===== src/rtl/vfd_pkg.sv =====
// ----------------------------------------------------------------------------
// vfd_pkg
// Shared types, constants and helper functions of the varint field decoder.
// ----------------------------------------------------------------------------
package vfd_pkg;

	localparam int unsigned BYTE_W    = 8;
	localparam int unsigned MODE_W    = 2;
	localparam int unsigned VALUE_W   = 64;
	localparam int unsigned COUNT_W   = 4;
	localparam int unsigned GROUP_W   = 7;
	localparam int unsigned SHIFT_W   = 7;
	localparam int unsigned APB_ADDR_W = 3;
	localparam int unsigned APB_DATA_W = 32;
	localparam int unsigned QUEUE_DEPTH = 4;
	localparam int unsigned QUEUE_PTR_W = $clog2(QUEUE_DEPTH);

	localparam logic [COUNT_W-1:0] COUNT_MAX   = 4'd15;
	localparam logic [COUNT_W-1:0] LSB_POS_MAX = 4'd9;    // last group that still lands
	localparam logic [1:0]         LOW_PAIR    = 2'b11;
	localparam logic [31:0]        MAP_HIGH    = 32'hC000_0000;
	localparam int unsigned        CONT_BIT    = 7;

	localparam logic [APB_ADDR_W-1:0] ADDR_GROUP_ORDER = 3'd0;

	typedef enum logic [MODE_W-1:0] {
		KIND_BYTE = 2'd0,
		KIND_I32  = 2'd1,
		KIND_I64  = 2'd2
	} kind_t;

	typedef enum logic {
		ORDER_LSB_FIRST = 1'b0,
		ORDER_MSB_FIRST = 1'b1
	} order_t;

	// One classified byte, handed from the front to the back
	typedef struct packed {
		kind_t              kind;
		logic               first;
		logic               last;
		order_t             order;
		logic [COUNT_W-1:0] pos;
		logic [BYTE_W-1:0]  data;
	} vfd_tag_t;

	function automatic logic [COUNT_W-1:0] sat_inc(input logic [COUNT_W-1:0] c);
		return (c == COUNT_MAX) ? COUNT_MAX : c + 1'b1;
	endfunction

	function automatic logic [31:0] map_int32(input logic [31:0] n);
		logic [31:0] inv;
		inv = ~n;
		if (n[1:0] == LOW_PAIR)
			return MAP_HIGH | {2'b00, inv[31:2]};
		else
			return {n[1:0], n[31:2]};
	endfunction

endpackage


===== src/rtl/vfd_if.sv =====
// ----------------------------------------------------------------------------
// vfd_byte_if / vfd_result_if
// Valid/ready channels of the decoder: serialized bytes in, values out.
// ----------------------------------------------------------------------------
interface vfd_byte_if import vfd_pkg::*; ();
	logic                valid;
	logic                ready;
	logic [BYTE_W-1:0]   data_byte;
	logic [MODE_W-1:0]   mode;

	modport source (output valid, data_byte, mode, input ready);
	modport sink   (input valid, data_byte, mode, output ready);
endinterface

interface vfd_result_if import vfd_pkg::*; ();
	logic                valid;
	logic                ready;
	logic [VALUE_W-1:0]  value;
	logic [MODE_W-1:0]   kind;
	logic [COUNT_W-1:0]  byte_count;

	modport source (output valid, value, kind, byte_count, input ready);
	modport sink   (input valid, value, kind, byte_count, output ready);
endinterface


===== src/rtl/vfd_front.sv =====
// ----------------------------------------------------------------------------
// vfd_front
// Accept bytes, track value boundaries and tag each byte for the back end.
// ----------------------------------------------------------------------------
module vfd_front import vfd_pkg::*; (
	input  logic        clk,
	input  logic        arst_n,
	vfd_byte_if.sink    byte_in,
	input  order_t      group_order,
	input  logic        q_ready,
	output logic        q_push,
	output vfd_tag_t    q_tag
);

	logic               in_value_q;
	kind_t              kind_q;
	logic [COUNT_W-1:0] pos_q;
	kind_t              kind_d;
	logic               cont;

	assign byte_in.ready = q_ready;
	assign q_push        = byte_in.valid && q_ready;
	assign cont          = byte_in.data_byte[CONT_BIT];

	// sample the kind only at the first byte; unknown modes count as raw bytes
	always_comb begin
		if (in_value_q) begin
			kind_d = kind_q;
		end else begin
			unique case (byte_in.mode)
				KIND_I32: kind_d = KIND_I32;
				KIND_I64: kind_d = KIND_I64;
				default:  kind_d = KIND_BYTE;
			endcase
		end
	end

	always_comb begin
		q_tag.kind  = kind_d;
		q_tag.first = !in_value_q;
		q_tag.last  = (kind_d == KIND_BYTE) || !cont;
		q_tag.order = group_order;
		q_tag.pos   = in_value_q ? pos_q : '0;
		q_tag.data  = byte_in.data_byte;
	end

	always_ff @(posedge clk or negedge arst_n) begin
		if (!arst_n) begin
			in_value_q <= 1'b0;
			kind_q     <= KIND_BYTE;
			pos_q      <= '0;
		end else if (q_push) begin
			if (q_tag.last) begin
				in_value_q <= 1'b0;
				kind_q     <= KIND_BYTE;
				pos_q      <= '0;
			end else begin
				in_value_q <= 1'b1;
				kind_q     <= kind_d;
				pos_q      <= sat_inc(q_tag.pos);
			end
		end
	end

endmodule


===== src/rtl/vfd_queue.sv =====
// ----------------------------------------------------------------------------
// vfd_queue
// Small FIFO of tagged bytes between front and back.
// ----------------------------------------------------------------------------
module vfd_queue import vfd_pkg::*; (
	input  logic      clk,
	input  logic      arst_n,
	input  logic      push,
	input  vfd_tag_t  push_tag,
	output logic      ready,
	input  logic      pop,
	output logic      avail,
	output vfd_tag_t  head
);

	vfd_tag_t               mem_q [QUEUE_DEPTH];
	logic [QUEUE_PTR_W-1:0] wr_ptr_q;
	logic [QUEUE_PTR_W-1:0] rd_ptr_q;
	logic [QUEUE_PTR_W:0]   fill_q;

	assign ready = (fill_q != QUEUE_PTR_W'(0) + (QUEUE_PTR_W+1)'(QUEUE_DEPTH));
	assign avail = (fill_q != '0);
	assign head  = mem_q[rd_ptr_q];

	always_ff @(posedge clk) begin
		if (push) begin
			mem_q[wr_ptr_q] <= push_tag;
		end
	end

	always_ff @(posedge clk or negedge arst_n) begin
		if (!arst_n) begin
			wr_ptr_q <= '0;
			rd_ptr_q <= '0;
			fill_q   <= '0;
		end else begin
			if (push) wr_ptr_q <= wr_ptr_q + 1'b1;
			if (pop)  rd_ptr_q <= rd_ptr_q + 1'b1;
			unique case ({push, pop})
				2'b10:   fill_q <= fill_q + 1'b1;
				2'b01:   fill_q <= fill_q - 1'b1;
				default: fill_q <= fill_q;
			endcase
		end
	end

endmodule


===== src/rtl/vfd_back.sv =====
// ----------------------------------------------------------------------------
// vfd_back
// Fold tagged bytes into the accumulator and register finished values.
// ----------------------------------------------------------------------------
module vfd_back import vfd_pkg::*; (
	input  logic          clk,
	input  logic          arst_n,
	input  logic          avail,
	input  vfd_tag_t      head,
	output logic          pop,
	vfd_result_if.source  result_out
);

	logic [VALUE_W-1:0] acc_q;
	logic [VALUE_W-1:0] acc_base;
	logic [VALUE_W-1:0] acc_raw;
	logic [VALUE_W-1:0] acc_next;
	logic [VALUE_W-1:0] payload;
	logic [SHIFT_W-1:0] shift_amt;
	logic [VALUE_W-1:0] res_value;
	logic               out_valid_q;
	logic [VALUE_W-1:0] value_q;
	logic [MODE_W-1:0]  kind_q;
	logic [COUNT_W-1:0] count_q;

	// take the head whenever the output slot is free or being drained
	assign pop = avail && (!out_valid_q || result_out.ready);

	assign payload   = {{(VALUE_W-GROUP_W){1'b0}}, head.data[GROUP_W-1:0]};
	assign shift_amt = SHIFT_W'(head.pos) * SHIFT_W'(GROUP_W);

	always_comb begin
		acc_base = head.first ? '0 : acc_q;
		if (head.order == ORDER_MSB_FIRST) begin
			acc_raw = {acc_base[VALUE_W-GROUP_W-1:0], head.data[GROUP_W-1:0]};
		end else if (head.pos <= LSB_POS_MAX) begin
			acc_raw = acc_base | (payload << shift_amt[5:0]);
		end else begin
			acc_raw = acc_base;
		end
		acc_next = (head.kind == KIND_I32) ? {32'b0, acc_raw[31:0]} : acc_raw;
		unique case (head.kind)
			KIND_I32: res_value = {32'b0, map_int32(acc_next[31:0])};
			KIND_I64: res_value = acc_next;
			default:  res_value = {{(VALUE_W-BYTE_W){1'b0}}, head.data};
		endcase
	end

	always_ff @(posedge clk) begin
		if (pop) begin
			acc_q <= acc_next;
		end
		if (pop && head.last) begin
			value_q <= res_value;
			kind_q  <= head.kind;
			count_q <= sat_inc(head.pos);
		end
	end

	always_ff @(posedge clk or negedge arst_n) begin
		if (!arst_n) begin
			out_valid_q <= 1'b0;
		end else if (pop && head.last) begin
			out_valid_q <= 1'b1;
		end else if (result_out.ready) begin
			out_valid_q <= 1'b0;
		end
	end

	assign result_out.valid      = out_valid_q;
	assign result_out.value      = value_q;
	assign result_out.kind       = kind_q;
	assign result_out.byte_count = count_q;

endmodule


===== src/rtl/varint_field_decoder.sv =====
// ----------------------------------------------------------------------------
// varint_field_decoder
// Byte-serial decoder of variable-length integer fields in a trace stream.
// ----------------------------------------------------------------------------
// Feed one byte per beat on byte_in; the mode is sampled at the first byte of
// every value (0 or 3: raw byte, 1: mapped int32, 2: int64) and ignored after
// that. Integer bytes carry 7 payload bits and a continuation flag in bit 7;
// the value completes on the first byte with bit 7 clear, and one result beat
// appears on result_out with the value, its kind and the byte count
// (saturating at 15). The group_order register (APB address 0, bit 0) picks
// least or most significant group first; write it only while the block is
// idle. The block sustains one byte per clock while results are taken: the
// front tags bytes in the accept cycle, a four-entry queue decouples it from
// the back, and the back folds one byte per cycle into the accumulator
// with a single shift-or. A result beat passes through the queue and then
// the output register before it goes valid; a stalled output only stops the
// input once the queue fills.
// ----------------------------------------------------------------------------
module varint_field_decoder import vfd_pkg::*; (
	input  logic                  clk,
	input  logic                  arst_n,
	input  logic                  psel,
	input  logic                  penable,
	input  logic                  pwrite,
	input  logic [APB_ADDR_W-1:0] paddr,
	input  logic [APB_DATA_W-1:0] pwdata,
	output logic [APB_DATA_W-1:0] prdata,
	output logic                  pready,
	vfd_byte_if.sink              byte_in,
	vfd_result_if.source          result_out
);

	order_t   group_order_q;
	logic     q_ready;
	logic     q_push;
	vfd_tag_t q_tag;
	logic     q_pop;
	logic     q_avail;
	vfd_tag_t q_head;

	// APB: zero-wait, write in the access phase
	assign pready = 1'b1;
	assign prdata = (paddr == ADDR_GROUP_ORDER) ?
		{{(APB_DATA_W-1){1'b0}}, group_order_q} : '0;

	always_ff @(posedge clk or negedge arst_n) begin
		if (!arst_n) begin
			group_order_q <= ORDER_LSB_FIRST;
		end else if (psel && penable && pwrite && paddr == ADDR_GROUP_ORDER) begin
			group_order_q <= order_t'(pwdata[0]);
		end
	end

	// Front: accept and classify bytes
	vfd_front u_front (
		.clk         (clk),
		.arst_n      (arst_n),
		.byte_in     (byte_in),
		.group_order (group_order_q),
		.q_ready     (q_ready),
		.q_push      (q_push),
		.q_tag       (q_tag)
	);

	// Queue: let each side stall on its own
	vfd_queue u_queue (
		.clk      (clk),
		.arst_n   (arst_n),
		.push     (q_push),
		.push_tag (q_tag),
		.ready    (q_ready),
		.pop      (q_pop),
		.avail    (q_avail),
		.head     (q_head)
	);

	// Back: accumulate and present results
	vfd_back u_back (
		.clk        (clk),
		.arst_n     (arst_n),
		.avail      (q_avail),
		.head       (q_head),
		.pop        (q_pop),
		.result_out (result_out)
	);

endmodule


===== src/flat_wrapper.sv =====
// flat-port wrapper written by rule: the top's interface ports become plain ports
module varint_field_decoder_flat import vfd_pkg::*;
  (clk, arst_n, psel, penable, pwrite, paddr, pwdata, prdata, pready, byte_in_valid, byte_in_data_byte, byte_in_mode, byte_in_ready, result_out_valid, result_out_value, result_out_kind, result_out_byte_count, result_out_ready);
  vfd_byte_if byte_in_i ();
  vfd_result_if result_out_i ();
  input  logic clk;
  input  logic arst_n;
  input  logic psel;
  input  logic penable;
  input  logic pwrite;
  input  logic [APB_ADDR_W-1:0] paddr;
  input  logic [APB_DATA_W-1:0] pwdata;
  output logic [APB_DATA_W-1:0] prdata;
  output logic pready;
  input wire logic [$bits(byte_in_i.valid)-1:0] byte_in_valid;
  input wire logic [$bits(byte_in_i.data_byte)-1:0] byte_in_data_byte;
  input wire logic [$bits(byte_in_i.mode)-1:0] byte_in_mode;
  output wire logic [$bits(byte_in_i.ready)-1:0] byte_in_ready;
  output wire logic [$bits(result_out_i.valid)-1:0] result_out_valid;
  output wire logic [$bits(result_out_i.value)-1:0] result_out_value;
  output wire logic [$bits(result_out_i.kind)-1:0] result_out_kind;
  output wire logic [$bits(result_out_i.byte_count)-1:0] result_out_byte_count;
  input wire logic [$bits(result_out_i.ready)-1:0] result_out_ready;
  assign byte_in_i.valid = byte_in_valid;
  assign byte_in_i.data_byte = byte_in_data_byte;
  assign byte_in_i.mode = byte_in_mode;
  assign byte_in_ready = byte_in_i.ready;
  assign result_out_valid = result_out_i.valid;
  assign result_out_value = result_out_i.value;
  assign result_out_kind = result_out_i.kind;
  assign result_out_byte_count = result_out_i.byte_count;
  assign result_out_i.ready = result_out_ready;
  varint_field_decoder u_core (.clk(clk), .arst_n(arst_n), .psel(psel), .penable(penable), .pwrite(pwrite), .paddr(paddr), .pwdata(pwdata), .prdata(prdata), .pready(pready), .byte_in(byte_in_i), .result_out(result_out_i));
endmodule

===== config.mk =====
export PLATFORM = sky130hd
export DESIGN_NAME = varint_field_decoder_flat
export DESIGN_NICKNAME = d
export VERILOG_FILES = /design/src/rtl/vfd_pkg.sv /design/src/rtl/vfd_if.sv /design/src/rtl/vfd_front.sv /design/src/rtl/vfd_queue.sv /design/src/rtl/vfd_back.sv /design/src/rtl/varint_field_decoder.sv /design/src/flat_wrapper.sv
export SDC_FILE = /design/constraint.sdc
export NUM_CORES = 1
export LEC_CHECK = 0
export BUFFER_PORTS_ARGS = -buffer_cell sky130_fd_sc_hd__buf_2
export CAP_MARGIN = 0
export CORE_ASPECT_RATIO = 1.25
export CORE_MARGIN = 4
export CORE_UTILIZATION = 25
export CTS_BUF_LIST = sky130_fd_sc_hd__clkbuf_4 sky130_fd_sc_hd__clkbuf_8
export CTS_CLUSTER_SIZE = 14
export DETAILED_ROUTE_END_ITERATION = 10
export GPL_TIMING_DRIVEN = 0
export PLACE_DENSITY = 0.47
export SETUP_SLACK_MARGIN = 0.4
export SLEW_MARGIN = 0
export SYNTH_ARGS = -nofsm -noshare
export SYNTH_HDL_FRONTEND = slang
export SYNTH_HIERARCHICAL = 1
export SYNTH_SLANG_ARGS = --single-unit

===== constraint.sdc =====
create_clock -name clk -period 7.8 [get_ports clk]
set_input_delay 0.78 -clock clk [delete_from_list [all_inputs] [get_ports clk]]
set_output_delay 0.78 -clock clk [all_outputs]
set_load 0.1 [all_outputs]

# == Yosys cells after proc, flatten, opt, wreduce, memory -nomap -nowiden ==
# Memories as Yosys holds them, arrays and structs flattened.
# Index checks and enable logic that the tools add are counted.
# totals
regBits,150
out_inout_bits,105
ramBits,68
word_cells,69
memories,1
in_bits,52
# op_classes
bitwise_logic,2
muxes,19
n_lt_le_gt_ge,1
shift,1
n_addsub,6
mul,1
n_reduce_logical,16
n_eq_ne,10
# mem_list
memory,words,word_bits,rd,rd_clocked_by_memory_dff,wr,line,source
u_core.u_queue.mem_q,4,17,1,0,1,vfd_queue.sv:16,vfd_tag_t mem_q [QUEUE_DEPTH];
# op_table
operator,count
$mux 64,4
$pmux 64 s2,1
$or 64x64->64,1
$shl 7x6->64,1
$mux 32,1
$not 32->32,1
$mux 4,3
$add 4x1->4 const B,2
$eq 2x2->1 const B,4
$eq 4x4->1 const B,2
$eq 2x1->1 const B,3
$logic_and 1x1->1,6
$mul 4x3->6 const B,1
$mux 1,6
$pmux 3 s2,1
$add 2x1->2 const B,2
$le 4x4->1 const B,1
$mux 2,2
$pmux 2 s2,1
$reduce_bool 2->1,2
$add 3x1->3 const B,1
$logic_not 1->1,3
$logic_not 3->1,1
$ne 3x3->1 const B,1
4 further kinds,5

# == Longest topological paths before layout ==
# An unclocked memory read counts as a cell.
# depth
depth_word,10
depth_mapped,17
ltp_nobuf,13

# == By module ==
# The synthesis kept the hierarchy.
# by_module_without_submodules
module,cells_per_inst,n_inst,area_each_um2,seq_area_each_um2
vfd_back,665,1,7628.6,4048.9
vfd_queue,126,1,2894.0,2217.1
vfd_front,62,1,539.3,175.2
varint_field_decoder,39,1,307.8,25.0

# == Worst setup path before layout ==
# Ideal clock, no wire load.
# synth_timing
path_type,reg2reg
startpoint,reg u_core.u_back.out_valid_q (netlist: u_core/u_back/result_out.valid)
endpoint,reg u_core.u_back.count_q[0] (netlist: u_core/u_back/result_out.byte_count[0]) (enable)
slack_ns,3.158
required_ns,7.376
path_buffers,0
synth_period_minus_slack_ns,4.642
path_stages_with_launch,5
t_arrival_ns,4.218
setup_ns,0.424
path_cell_list,dfrtp_1 nand2b_1 and2_1 nand2_1 inv_1
# synth_between
elab_chain_len,4
# synth_lines
element,line,source
"start, declared",vfd_back.sv:21,logic out_valid_q;
"start signal, assigned",vfd_back.sv:62,out_valid_q <= 1'b0;
"start signal, assigned",vfd_back.sv:64,out_valid_q <= 1'b1;
"start signal, assigned",vfd_back.sv:66,out_valid_q <= 1'b0;
$logic_not 1->1,vfd_back.sv:27,assign pop = avail && (!out_valid_q || result_out.ready);
$logic_or 1x1->1,vfd_back.sv:27,
$logic_and 1x1->1,vfd_back.sv:27,
via u_core.q_pop,varint_field_decoder.sv:37,logic q_pop;
$logic_and 1x1->1,vfd_back.sv:53,if (pop && head.last) begin
"end signal, assigned",vfd_back.sv:56,count_q <= sat_inc(head.pos);
"end, declared",vfd_back.sv:24,logic [COUNT_W-1:0] count_q;
# The timed path passes the listed nets, and every way through them passes these cells.
# A chain may end at the register's enable or synchronous reset.

==> flow_metrics.py <==
metrics = {
    "status": {
        "status": "completed",
    },
    "sta": {
        "fin_setup_tns_ns": 0,
        "relSlewSlack_pct": 31.9,
        "tightest_slew_ns": 1.02,
        "timing.final.ws_setup_ns": 2.76,
        "setup_viol": 0,
        "hold_viol": 0,
        "clock-skew-final_ns": 0.0448,
        "period_share_pct": 64.7,
        "fin_crit_ns": 5.04,
        "slew_viol_final": 0,
        "rsz0062_at_grt": "no",
        "clock.fmax_ghz": 0.198,
    },
    "logic_synthesis": {
        "synth_cell_types": 78,
        "synth_top_cell_area_share_pct": 53.4,
        "synthArstFlopShare_pct": 7.34,
        "synth_area_mm2": 0.0114,
        "synth_area_leaders": "edfxtp_1 53%, mux2i_1 5.0%, dfrtp_1 3.5%, o211ai_1 3.2%, buf_4 2.8%",
        "ys_warn_count": 6,
        "syn_inst": 892,
        "seq_area_frac_synth_pct": 56.9,
        "synth_area_per_cell_um2": 12.7,
        "ys_ff_latch": 218,
        "synth_edf_count": 202,
        "yosys.area.top_type": "edfxtp_1",
        "synthFlopType": "edfxtp_1",
    },
    "final_layout": {
        "fin_nets": 1126,
        "seq_area_mm2": 0.00647,
        "post_route_cells_drive_above_1_share_pct": 23.3,
        "diodes": 0,
        "area_delta_synth_final_pct": 18.4,
        "fillers": 4707,
        "multi_input_area_mm2": 0.00431,
    },
    "placed_design": {
        "port_buffers": 86,
        "routabilityCongestion": 0.846,
        "pre_cts_ws_ns": 2.70,
        "place_hpwl_mm": 23.6,
    },
    "clocking": {
        "clockBufferDepth": 3,
        "post_cts_resized": 0,
        "cts_tree": "built",
        "path_clk_slew_ns": 0.06,
        "clock_sinks": 218,
        "worstSkewPairLatency_ns": 0.56,
        "post_cts_buffers": 0,
        "cts-buffers-inserted": 40,
        "clockRootBuffer": "clkbuf_8",
        "holdBufCountCts": 0,
        "htree_levels": 2,
    },
    "setup_path": {
        "required_ns": 8.16,
        "cpMostUsedCell": "inv_1",
        "cp-start-kind": "register",
        "rrSetupSlack_ns": 2.76,
        "worstRegToRegCells": 15,
        "max_stage_delay_ns": 0.72,
        "crit_fanout": 10,
        "worstPathArrival_ns": 5.40,
        "path_class": "register to register",
        "reg2reg_from": "u_core/u_queue/rd_ptr_q[0]",
        "cp_cell_sequence": "buf_6, mux4_1, buf_6, inv_1, fa_1, inv_1, ha_1, inv_1, fa_1, xnor2_1, o2111ai_1, a21oi_2, nand2_1, buf_2, o211ai_1",
        "end_kind": "register",
        "r2r-end": "u_core/u_back/result_out.value[24]",
        "slowest_stage": "mux4_1",
    },
    "die": {
        "die_y_um": 246,
        "dieArea_mm2": 0.0490,
        "io-pin-count": 157,
        "fp.dieW_um": 199,
        "initial_utilization_pct": 25.2,
        "core-area_mm2": 0.0451,
        "rows": 87,
    },
    "global_routing": {
        "track_usage_pct": 13.1,
        "grt_pass1_vias": 7987,
        "grt_max_degree": 71,
        "grt_antenna_before_repair": 0,
        "overflow": 0,
        "grt_pass1_wl_mm": 49.4,
    },
    "hold_path": {
        "holdCritPathClass": "primary input to asynchronous set/reset pin",
    },
    "detailed_routing": {
        "drt-initial-drc-count": 501,
        "drt-wirelength-per-cell_um": 19.8,
        "viasPerCell": 4.75,
        "postRouteAntennaNets": 0,
        "num_vias": 7877,
        "routed_wirelength_mm": 32.9,
        "drc": 0,
        "first_pass_iters": 5,
    },
    "flow_run": {
        "maxCapViolCount": 0,
    },
}
-- worst max-delay path, delay by kind of cell (launching register included) --
family                     cells  cell delay, ns
DFF                            1            0.34
adders and majority gates      3            1.01
and+or+nand+nor                1            0.20
AOI/OAI and AO/OA              3            1.06
xor gates and xnor gates       1            0.63
muxes                          1            0.72
buffers and inverters          6            0.87
-- cell usage after synthesis, types with 4 or more instances --
cell type,count
nor2_1,86
ha_1,18
and3_1,6
a21o_1,4
fa_1,5
a22o_1,4
clkbuf_1,29
buf_4,43
nand2b_1,11
o22a_1,19
a31oi_1,4
o22ai_1,12
mux2_2,6
o21ai_0,15
nand2_1,48
a22oi_1,19
inv_1,35
nor2b_1,7
xor2_1,5
o221ai_1,7
nand3_1,15
o31ai_2,6
o211ai_1,49
mux4_2,8
edfxtp_1,202
o2bb2ai_1,7
mux2i_1,57
buf_1,4
o21ai_1,6
mux4_1,12
buf_2,14
a21oi_1,26
dfrtp_1,16
nand4_1,4
and2_1,17
-- per-layer routing --
layer / share of wire, % / wire length, µm / track usage (%)
met2: 51 / 16700 / 23.0
met5: 0 / 0 / 0
met1: 41 / 13400 / 16.2
met3: 5.4 / 1780 / 2.39
met4: 3.2 / 1050 / 4.45
-- area by class of cell --
cell class / count / area share [%]
Sequential cell: 218 / 48.0
Multi-Input combinational cell: 572 / 32.0
Tap cell: 578 / 5.37
Clock buffer: 55 / 5.02
Buffer: 94 / 4.24
Timing Repair Buffer: 87 / 3.40
Inverter: 38 / 1.08
Clock inverter: 18 / 0.855
-- layout by cell type (no fill, tap or decap), drive strengths merged, types with 19 or more instances in the layout --
cell,count
conb,32
inv,38
a21oi,27
mux4,20
mux2i,57
nor2,86
buf,152
clkbuf,84
nand2,48
o21ai,21
o211ai,49
edfxtp,202
a22oi,19
o22a,19
-- stage by stage --
stage	util, %	area [µm²]	cells	hold WS (ns)
after floorplan	-	11500	922	0.458
after global placement	28.0	12600	1586	0.485
after detailed placement	28.1	12700	1587	0.480
after CTS	29.9	13500	1660	0.141
after global routing	29.9	13500	1660	0.144
final	29.9	13500	1660	0.154
-- worst max-delay path by stage --
stage	startpoint	to	slack, ns	cells after the start
floorplan	u_core/u_back/result_out.valid	u_core/u_back/result_out.byte_count[0]	3.16	4
global placement	result_out_ready	u_core/u_back/result_out.value[27]	0.99	5
detailed placement	u_core/u_queue/rd_ptr_q[0]	u_core/u_back/result_out.value[23]	2.70	16
CTS	u_core/u_queue/rd_ptr_q[0]	u_core/u_back/result_out.value[23]	2.71	16
global route	u_core/u_queue/rd_ptr_q[0]	u_core/u_back/result_out.value[24]	2.40	15
finish	u_core/u_queue/rd_ptr_q[0]	u_core/u_back/result_out.value[24]	2.76	15
-- kinds of logic after synthesis --
| kind of cell | Yosys count | share of synthesized area, % |
|---|---|---|
| flops | 218 | 56.9 |
| buf+inv | 132 | 6.27 |
| mux | 85 | 10.2 |
| fa+ha+maj | 23 | 2.86 |
| xor+xnor | 8 | 0.616 |
| other cells | 2 | 0.0661 |
| compound gates | 212 | 14.3 |
| simple gates | 212 | 8.83 |
-- sequential cells by signal (all words and copies together), names as in the netlist --
register and flops:
u_core/group_order_q 1, u_core/u_back/acc_q 64, u_core/u_back/result_out.byte_count 4, u_core/u_back/result_out.kind 2, u_core/u_back/result_out.valid 1, u_core/u_back/result_out.value 64
u_core/u_front/in_value_q 1, u_core/u_front/kind_q 2, u_core/u_front/pos_q 4, u_core/u_queue/fill_q 3, u_core/u_queue/mem_q 68, u_core/u_queue/rd_ptr_q 2
u_core/u_queue/wr_ptr_q 2
Power is left out: the tool's default activity adds up to more than one toggle a clock period on the data nets, which glitch-free logic cannot reach.
